--- config.mk ---
export PLATFORM = sky130hd
export DESIGN_NAME = uart_ring_buffer_pair_core
export DESIGN_NICKNAME = d
export VERILOG_FILES = /design/src/hw/rtl/uart_rbp_pkg.sv /design/src/hw/rtl/uart_rbp_ram.sv /design/src/hw/rtl/uart_rbp_ctrl.sv /design/src/hw/rtl/uart_ring_buffer_pair_core.sv
export SDC_FILE = /design/constraint.sdc
export NUM_CORES = 1
export LEC_CHECK = 0
export ABC_AREA = 0
export BUFFER_PORTS_ARGS = -buffer_cell sky130_fd_sc_hd__buf_2
export CORE_UTILIZATION = 62
export DETAILED_ROUTE_END_ITERATION = 7
export PLACE_DENSITY = 0.79
export SLEW_MARGIN = 20
export SYNTH_ARGS = -nofsm -noshare
export SYNTH_HDL_FRONTEND = slang
export SYNTH_SLANG_ARGS = --single-unit
--- constraint.sdc ---
create_clock -name clk -period 5.9 [get_ports clk]
set_clock_uncertainty 0.15 [all_clocks]
set_input_delay 0.885 -clock clk [delete_from_list [all_inputs] [get_ports clk]]
set_output_delay 0.885 -clock clk [all_outputs]
set_load 0.05 [all_outputs]
--- src/hw/rtl/uart_rbp_pkg.sv ---
package uart_rbp_pkg;

  // Queue depths; each queue holds one byte less than its depth.
  localparam int RX_DEPTH = 16;
  localparam int TX_DEPTH = 16;
  localparam int RX_AW    = (RX_DEPTH > 1) ? $clog2(RX_DEPTH) : 1;
  localparam int TX_AW    = (TX_DEPTH > 1) ? $clog2(TX_DEPTH) : 1;

  // Request kinds carried on the input tuser.
  typedef enum logic [1:0] {
    REQ_PUSH     = 2'd0,
    REQ_POP      = 2'd1,
    REQ_LINE_RX  = 2'd2,
    REQ_TX_READY = 2'd3
  } req_t;

  // Result status codes.
  typedef enum logic [1:0] {
    ST_OK       = 2'd0,
    ST_TX_FULL  = 2'd1,
    ST_RX_EMPTY = 2'd2,
    ST_RX_DROP  = 2'd3
  } status_t;

  // One access to the receive memory.
  typedef struct packed {
    logic             we;
    logic [RX_AW-1:0] waddr;
    logic [7:0]       wdata;
    logic             re;
    logic [RX_AW-1:0] raddr;
  } rx_mem_t;

  // One access to the transmit memory.
  typedef struct packed {
    logic             we;
    logic [TX_AW-1:0] waddr;
    logic [7:0]       wdata;
    logic             re;
    logic [TX_AW-1:0] raddr;
  } tx_mem_t;

  // Result information known at the access cycle, before the read data returns.
  typedef struct packed {
    status_t status;
    logic    pop_ok;
    logic    tx_ok;
    logic    rx_waiting;
    logic    tx_irq;
  } req_info_t;

endpackage

--- src/hw/rtl/uart_rbp_ram.sv ---
module uart_rbp_ram #(
  parameter int DEPTH = 16,
  parameter int WIDTH = 8
) (
  input  logic                                     clk,
  input  logic                                     we,
  input  logic [((DEPTH > 1) ? $clog2(DEPTH) : 1)-1:0] waddr,
  input  logic [WIDTH-1:0]                         wdata,
  input  logic                                     re,
  input  logic [((DEPTH > 1) ? $clog2(DEPTH) : 1)-1:0] raddr,
  output logic [WIDTH-1:0]                         rdata
);

  logic [WIDTH-1:0] mem [DEPTH];

  // Single write port.
  always_ff @(posedge clk) begin
    if (we) begin
      mem[waddr] <= wdata;
    end
  end

  // Registered read port; data holds until the next read.
  always_ff @(posedge clk) begin
    if (re) begin
      rdata <= mem[raddr];
    end
  end

endmodule

--- src/hw/rtl/uart_rbp_ctrl.sv ---
module uart_rbp_ctrl import uart_rbp_pkg::*; (
  input  logic       clk,
  input  logic       rst,
  input  logic       accept,
  input  req_t       req,
  input  logic [7:0] byte_in,
  output rx_mem_t    rx_mem,
  output tx_mem_t    tx_mem,
  output req_info_t  info
);

  localparam logic [RX_AW-1:0] RX_LAST = RX_AW'(RX_DEPTH - 1);
  localparam logic [TX_AW-1:0] TX_LAST = TX_AW'(TX_DEPTH - 1);

  logic [RX_AW-1:0] rx_wp, rx_rp, rx_wp_next, rx_rp_next, rx_wp_adv, rx_rp_adv;
  logic [TX_AW-1:0] tx_wp, tx_rp, tx_wp_next, tx_rp_next, tx_wp_adv, tx_rp_adv;
  logic             tx_irq, tx_irq_next;
  logic             rx_empty, rx_full, tx_empty, tx_full;

  // Pointer advance with wrap, and the empty and full tests.
  always_comb begin
    rx_wp_adv = (rx_wp == RX_LAST) ? '0 : rx_wp + 1'b1;
    rx_rp_adv = (rx_rp == RX_LAST) ? '0 : rx_rp + 1'b1;
    tx_wp_adv = (tx_wp == TX_LAST) ? '0 : tx_wp + 1'b1;
    tx_rp_adv = (tx_rp == TX_LAST) ? '0 : tx_rp + 1'b1;
    rx_empty  = (rx_wp == rx_rp);
    rx_full   = (rx_wp_adv == rx_rp);
    tx_empty  = (tx_wp == tx_rp);
    tx_full   = (tx_wp_adv == tx_rp);
  end

  // Request decode: memory accesses, pointer updates and result flags.
  always_comb begin
    rx_wp_next   = rx_wp;
    rx_rp_next   = rx_rp;
    tx_wp_next   = tx_wp;
    tx_rp_next   = tx_rp;
    tx_irq_next  = tx_irq;
    rx_mem       = '0;
    tx_mem       = '0;
    info         = '0;
    info.status  = ST_OK;
    rx_mem.waddr = rx_wp;
    rx_mem.wdata = byte_in;
    rx_mem.raddr = rx_rp;
    tx_mem.waddr = tx_wp;
    tx_mem.wdata = byte_in;
    tx_mem.raddr = tx_rp;
    unique case (req)
      REQ_PUSH: begin
        if (tx_full) begin
          info.status = ST_TX_FULL;
        end else begin
          tx_mem.we   = accept;
          tx_wp_next  = tx_wp_adv;
          tx_irq_next = 1'b1;
        end
      end
      REQ_POP: begin
        if (rx_empty) begin
          info.status = ST_RX_EMPTY;
        end else begin
          rx_mem.re   = accept;
          info.pop_ok = 1'b1;
          rx_rp_next  = rx_rp_adv;
        end
      end
      REQ_LINE_RX: begin
        if (rx_full) begin
          info.status = ST_RX_DROP;
        end else begin
          rx_mem.we  = accept;
          rx_wp_next = rx_wp_adv;
        end
      end
      REQ_TX_READY: begin
        if (!tx_empty) begin
          tx_mem.re  = accept;
          info.tx_ok = 1'b1;
          tx_rp_next = tx_rp_adv;
        end
        // The flag drops once the transmit queue is drained.
        if (tx_empty || (tx_rp_adv == tx_wp)) begin
          tx_irq_next = 1'b0;
        end
      end
      default: begin
      end
    endcase
    info.rx_waiting = (rx_wp_next != rx_rp_next);
    info.tx_irq     = tx_irq_next;
  end

  // Apart from reset, pointer and flag registers change only on an accepted beat.
  always_ff @(posedge clk) begin
    if (rst) begin
      rx_wp  <= '0;
      rx_rp  <= '0;
      tx_wp  <= '0;
      tx_rp  <= '0;
      tx_irq <= 1'b0;
    end else if (accept) begin
      rx_wp  <= rx_wp_next;
      rx_rp  <= rx_rp_next;
      tx_wp  <= tx_wp_next;
      tx_rp  <= tx_rp_next;
      tx_irq <= tx_irq_next;
    end
  end

endmodule

--- src/hw/rtl/uart_ring_buffer_pair_core.sv ---
// Receive and transmit byte queues, each kept in a RAM with a registered read port.
// A request passes the access stage, then the output register, to its result beat.
// Throughput: one request per cycle unless stalled; a pop or transmit-ready
// RAM read returns in the cycle after the pointer compare, pipelined behind it.
// Reset (rst, synchronous, active high) empties both queues, clears the
// transmit interrupt flag and drops any beat in flight; RAM contents are kept.
module uart_ring_buffer_pair_core import uart_rbp_pkg::*; (
  input  logic        clk,
  input  logic        rst,
  input  logic        s_tvalid,
  output logic        s_tready,
  input  logic [7:0]  s_tdata,   // byte_in[7:0]
  input  logic [1:0]  s_tuser,   // req_type[1:0]
  output logic        m_tvalid,
  input  logic        m_tready,
  output logic [23:0] m_tdata    // status[1:0], read_byte[9:2], line_tx_byte[17:10],
                                 // line_tx_valid[18], rx_waiting[19],
                                 // tx_irq_enable[20], zero[23:21]
);

  rx_mem_t    rx_mem;
  tx_mem_t    tx_mem;
  req_info_t  info;
  req_info_t  p_info;
  logic       p_valid, p_move, accept;
  logic [7:0] rx_rdata, tx_rdata;

  logic       o_valid;
  status_t    o_status;
  logic [7:0] o_read_byte, o_tx_byte;
  logic       o_tx_valid, o_rx_waiting, o_tx_irq;

  // Handshake: the access stage drains into the output register.
  assign p_move   = p_valid && (!o_valid || m_tready);
  assign s_tready = !p_valid || p_move;
  assign accept   = s_tvalid && s_tready;

  uart_rbp_ctrl u_ctrl (
    .clk     (clk),
    .rst     (rst),
    .accept  (accept),
    .req     (req_t'(s_tuser)),
    .byte_in (s_tdata),
    .rx_mem  (rx_mem),
    .tx_mem  (tx_mem),
    .info    (info)
  );

  uart_rbp_ram #(.DEPTH(RX_DEPTH), .WIDTH(8)) u_rx_ram (
    .clk   (clk),
    .we    (rx_mem.we),
    .waddr (rx_mem.waddr),
    .wdata (rx_mem.wdata),
    .re    (rx_mem.re),
    .raddr (rx_mem.raddr),
    .rdata (rx_rdata)
  );

  uart_rbp_ram #(.DEPTH(TX_DEPTH), .WIDTH(8)) u_tx_ram (
    .clk   (clk),
    .we    (tx_mem.we),
    .waddr (tx_mem.waddr),
    .wdata (tx_mem.wdata),
    .re    (tx_mem.re),
    .raddr (tx_mem.raddr),
    .rdata (tx_rdata)
  );

  // Access stage: holds the request while its RAM read completes.
  always_ff @(posedge clk) begin
    if (rst) begin
      p_valid <= 1'b0;
    end else if (accept) begin
      p_valid <= 1'b1;
    end else if (p_move) begin
      p_valid <= 1'b0;
    end
  end

  always_ff @(posedge clk) begin
    if (accept) begin
      p_info <= info;
    end
  end

  // Output register: merges the read data with the status flags.
  always_ff @(posedge clk) begin
    if (rst) begin
      o_valid <= 1'b0;
    end else if (p_move) begin
      o_valid <= 1'b1;
    end else if (m_tready) begin
      o_valid <= 1'b0;
    end
  end

  always_ff @(posedge clk) begin
    if (p_move) begin
      o_status     <= p_info.status;
      o_read_byte  <= p_info.pop_ok ? rx_rdata : 8'd0;
      o_tx_byte    <= p_info.tx_ok ? tx_rdata : 8'd0;
      o_tx_valid   <= p_info.tx_ok;
      o_rx_waiting <= p_info.rx_waiting;
      o_tx_irq     <= p_info.tx_irq;
    end
  end

  assign m_tvalid = o_valid;
  assign m_tdata  = {3'b000, o_tx_irq, o_rx_waiting, o_tx_valid,
                     o_tx_byte, o_read_byte, o_status};

`ifndef ASSERT_OFF
  // Reset leaves nothing in flight.
  a_reset_empty: assert property (@(posedge clk) rst |=> !p_valid && !o_valid)
    else $error("beat in flight after reset");

  // A staged request is never lost while the output is stalled.
  a_stage_held: assert property (@(posedge clk) disable iff (rst)
    (p_valid && !p_move) |=> p_valid)
    else $error("staged request dropped");

  // A byte handed to the transmitter always comes with an ok status.
  a_tx_ok: assert property (@(posedge clk) disable iff (rst)
    (o_valid && o_tx_valid) |-> (o_status == ST_OK))
    else $error("transmit byte with error status");

  // A successful pop launches a receive RAM read on the accepted beat.
  a_pop_read: assert property (@(posedge clk) disable iff (rst)
    (accept && info.pop_ok) |-> rx_mem.re)
    else $error("pop without receive read");
`endif

endmodule

==> results.md <==
* Die area at 0.02122 mm2
* CP endpoint: u_tx_ram.mem[1][5]
* Worst setup path startpoint: u_ctrl.tx_wp[1]
* R2r worst-path depth at 8
* Drt pass-1 iters at 7
* Initial core utilization at 0.6324
* CTS Hold Buffers Added at 0
* Most frequent cell after synthesis: edfxtp_1
* FFs w/ async S/R, synth at 0
* DR DRC count at 0
* Clock Sinks at 318
* R2r endpoint: u_tx_ram.mem[1][5]
* Cell count after synthesis at 668
* Setup repair bufs after CTS at 0
* Final Setup Violations at 0
* Sum Neg Setup Slack at 0 ns
* Max VDD drop at 210.5 uV
* Dpl ws at 1.996 ns
* R2R Setup Slk at 2.08 ns
* Final WL at 26.52 mm
* Synth Flop Type: edfxtp_1
* Synth warn at 0
* Worst r2r src: u_ctrl.tx_wp[1]
* ANT cells at 0
* Worst path max stage delay at 0.89 ns
* Top cell type's share of synthesized area at 0.7017
* Worst setup EP type: flip-flop
* Worst-Skew Late Latency at 0.55 ns
* Final hold violation count at 0
* Status: finished clean
* Post-CTS Resized at 0
* Post-synth EDFFs at 299
* Leading area contributor after synthesis: edfxtp_1
* Clock Pin Slew Worst Setup and Hold Paths at 0.07 ns
* Post-Synthesis Cell Area at 0.01280 mm2
* CP startpoint kind: flip-flop
* Fin crit share at 0.6473
* Fin nets at 732
* Rows at 52
* First-pass GRT wire length at 40.52 mm
* Share of layout cells above drive strength 1 at 0.2500
* # IOs at 40
* Routed wire length per instance at 26.57 um
* Hpwl dp at 15.19 mm
* RSZ-0062 raised after global routing: no
* Clk root buf: clkbuf_16
* P_leak at 4.541 nW
* TritonCTS clock tree: yes
* H-tree depth at 1
* Worst-path cell chain: ha_1, a21oi_1, o21a_1, o21ai_0, a2111oi_4, nor2_1, nand2_1, nor3_1
* Arrival @ worst endpoint at 3.83 ns
* Longest Clk Path Bufs at 3
* Synth area leaders: edfxtp_1 70%, mux4_2 14%, dfxtp_1 3.0%
* Number of port buffers at 36
* Die width at 145.7 um
* Crit path kind: flip-flop to flip-flop
* Tightest Pin Transition at 1.093 ns
* Total GRT Usage at 0.2620
* Count of cell types in the netlist at 47
* Antenna violations before repair at 0
* Synth top cells by count: 299 x edfxtp_1, 80 x mux4_2, 47 x nor2_1, 25 x nand2_1, 22 x a21oi_1
* Vias at 6453
* Gr ovfl total at 0
* Max-slew violation count at 0
* Area grow syn2layout at 11.12%
* Post-route ant nets at 0
* HP Class: flip-flop to flip-flop
* Final total power at 4.646 mW
* Drt initial violations at 771
* Vias in the first global route at 6494
* Largest net degree at the start of global routing at 42
* Fillers at 1193
* Final worst slack at 2.081 ns
* Max-cap check violation count at 0
* GPL Wtd Cong at 0.9089
* Core area at 0.02023 mm2
* Die H at 145.7 um
* Worst path slowest cell: nor3_1
* Fin crit period at 3.819 ns
* Number of CTS-inserted buffers at 30
* Flip-flop and latch count after synthesis at 318
* Fmax at 261.9 MHz
* Crit-path max FO at 8
* Worst slew margin at 0.2661
* Mapped Avg Cell Area at 19.16 um2
* Worst Path Required at 5.91 ns
* Power Density at 326.8 mW/mm2
* Register area share after synthesis at 0.7314
* Vias per std cell at 6.466
==> metrics by stage <==
step	instances	instance area [um2]	util	hold WS, ns
final	998	14220	0.7027	0.2805
after global routing	998	14220	0.7027	0.2883
after CTS	998	14200	0.7017	0.2830
after detailed placement	942	13170	0.6509	0.2686
after global placement	942	13170	0.6506	0.2510
after floorplan	670	12800	-	0.2503
==> cells in the final DEF, fill, tap and decap left out, types with 2 or more instances in the layout <==
master     synthesis  routed
inv_1             11      11
o21bai_1           2       2
clkbuf_16          0      31
ha_1              14      14
a21oi_1           22      22
mux4_2            80      80
nand3_1            3       3
buf_4              8       4
nor3_1            10       5
nand3b_1           2       2
dfxtp_2            0       2
o21ai_0            7       7
a211oi_1           2       2
buf_2              9      36
a31oi_1            7       7
and3_1             2       2
o311ai_0           2       2
clkbuf_1          17       4
nand2_1           25      25
dfxtp_1           19      17
xor2_1            14      14
bufinv_16          0       4
a41oi_1            2       2
o31ai_1            2       2
clkinv_1           0       3
mux2i_1            6       6
clkinv_2           0       8
xnor2_1           12      12
clkbuf_8           0       3
nor3_2             0       5
and2_1            17      17
edfxtp_1         299     299
conb_1             1       3
nand2b_1           3       3
nor2_1            47      47
a21o_1             2       2
==> power by group <==
group          switching [mW]  internal, mW
clock                   0.816          1.17
combinational           0.114        0.0460
sequential             0.0108          2.49
==> layout make-up <==
type	instances	area, um2	share of cell area
Sequential cell	318	9361	0.6584
Clock buffer	38	832.0	0.05852
Timing Repair Buffer	40	210.2	0.01478
Multi-Input combinational cell	302	3236	0.2276
Tap cell	270	337.8	0.02376
Inverter	12	45.04	0.003168
Clock inverter	18	196.4	0.01382
==> sequential cells by signal, summed over array words and instances (netlist names), 6 cells and up <==
name / count
o_read_byte: 8
o_tx_byte: 8
p_info: 6
u_rx_ram.mem: 128
u_rx_ram.rdata: 8
u_tx_ram.mem: 128
u_tx_ram.rdata: 8
==> worst min-delay path by stage <==
stage,to,from,cells after the start
finish,o_status[0],p_info[4],0
global route,o_status[0],p_info[4],0
CTS,o_status[0],p_info[4],0
detailed placement,o_status[0],p_info[4],0
global placement,o_rx_waiting,p_info[1],0
floorplan,o_rx_waiting,p_info[1],0
==> cells by family (layout without fill, tap and decap cells) <==
family / after synthesis / in the layout / synth area share
flip-flops: 318 / 318 / 0.7314
AND/OR/NAND/NOR: 117 / 117 / 0.04293
multiplexers: 87 / 87 / 0.1464
AO/OA/AOI/OAI: 55 / 55 / 0.02904
buffers and inverters: 50 / 108 / 0.01848
XOR/XNOR: 26 / 26 / 0.01780
adder cells (fa/ha/maj): 14 / 14 / 0.01369
other: 1 / 3 / 0.0002931
==> critical path, delay by kind of cell, from the launching register on <==
kind                     cells  cell delay, ns
AO/OA/AOI/OAI                4            0.88
adder cells (fa/ha/maj)      1            0.35
flip-flops                   1            0.52
AND/OR/NAND/NOR              3            1.53
==> routing by layer <==
metal / GRT usage / wire length [um] / up-vias
li1: - / - / 2721
met1: 0.3867 / 10850 / 3309
met2: 0.4010 / 12650 / 361
met3: 0.05392 / 2256 / 62
met4: 0.08158 / 757 / 0
met5: 0 / 0 / -
Power figures use the tool's default switching activity.
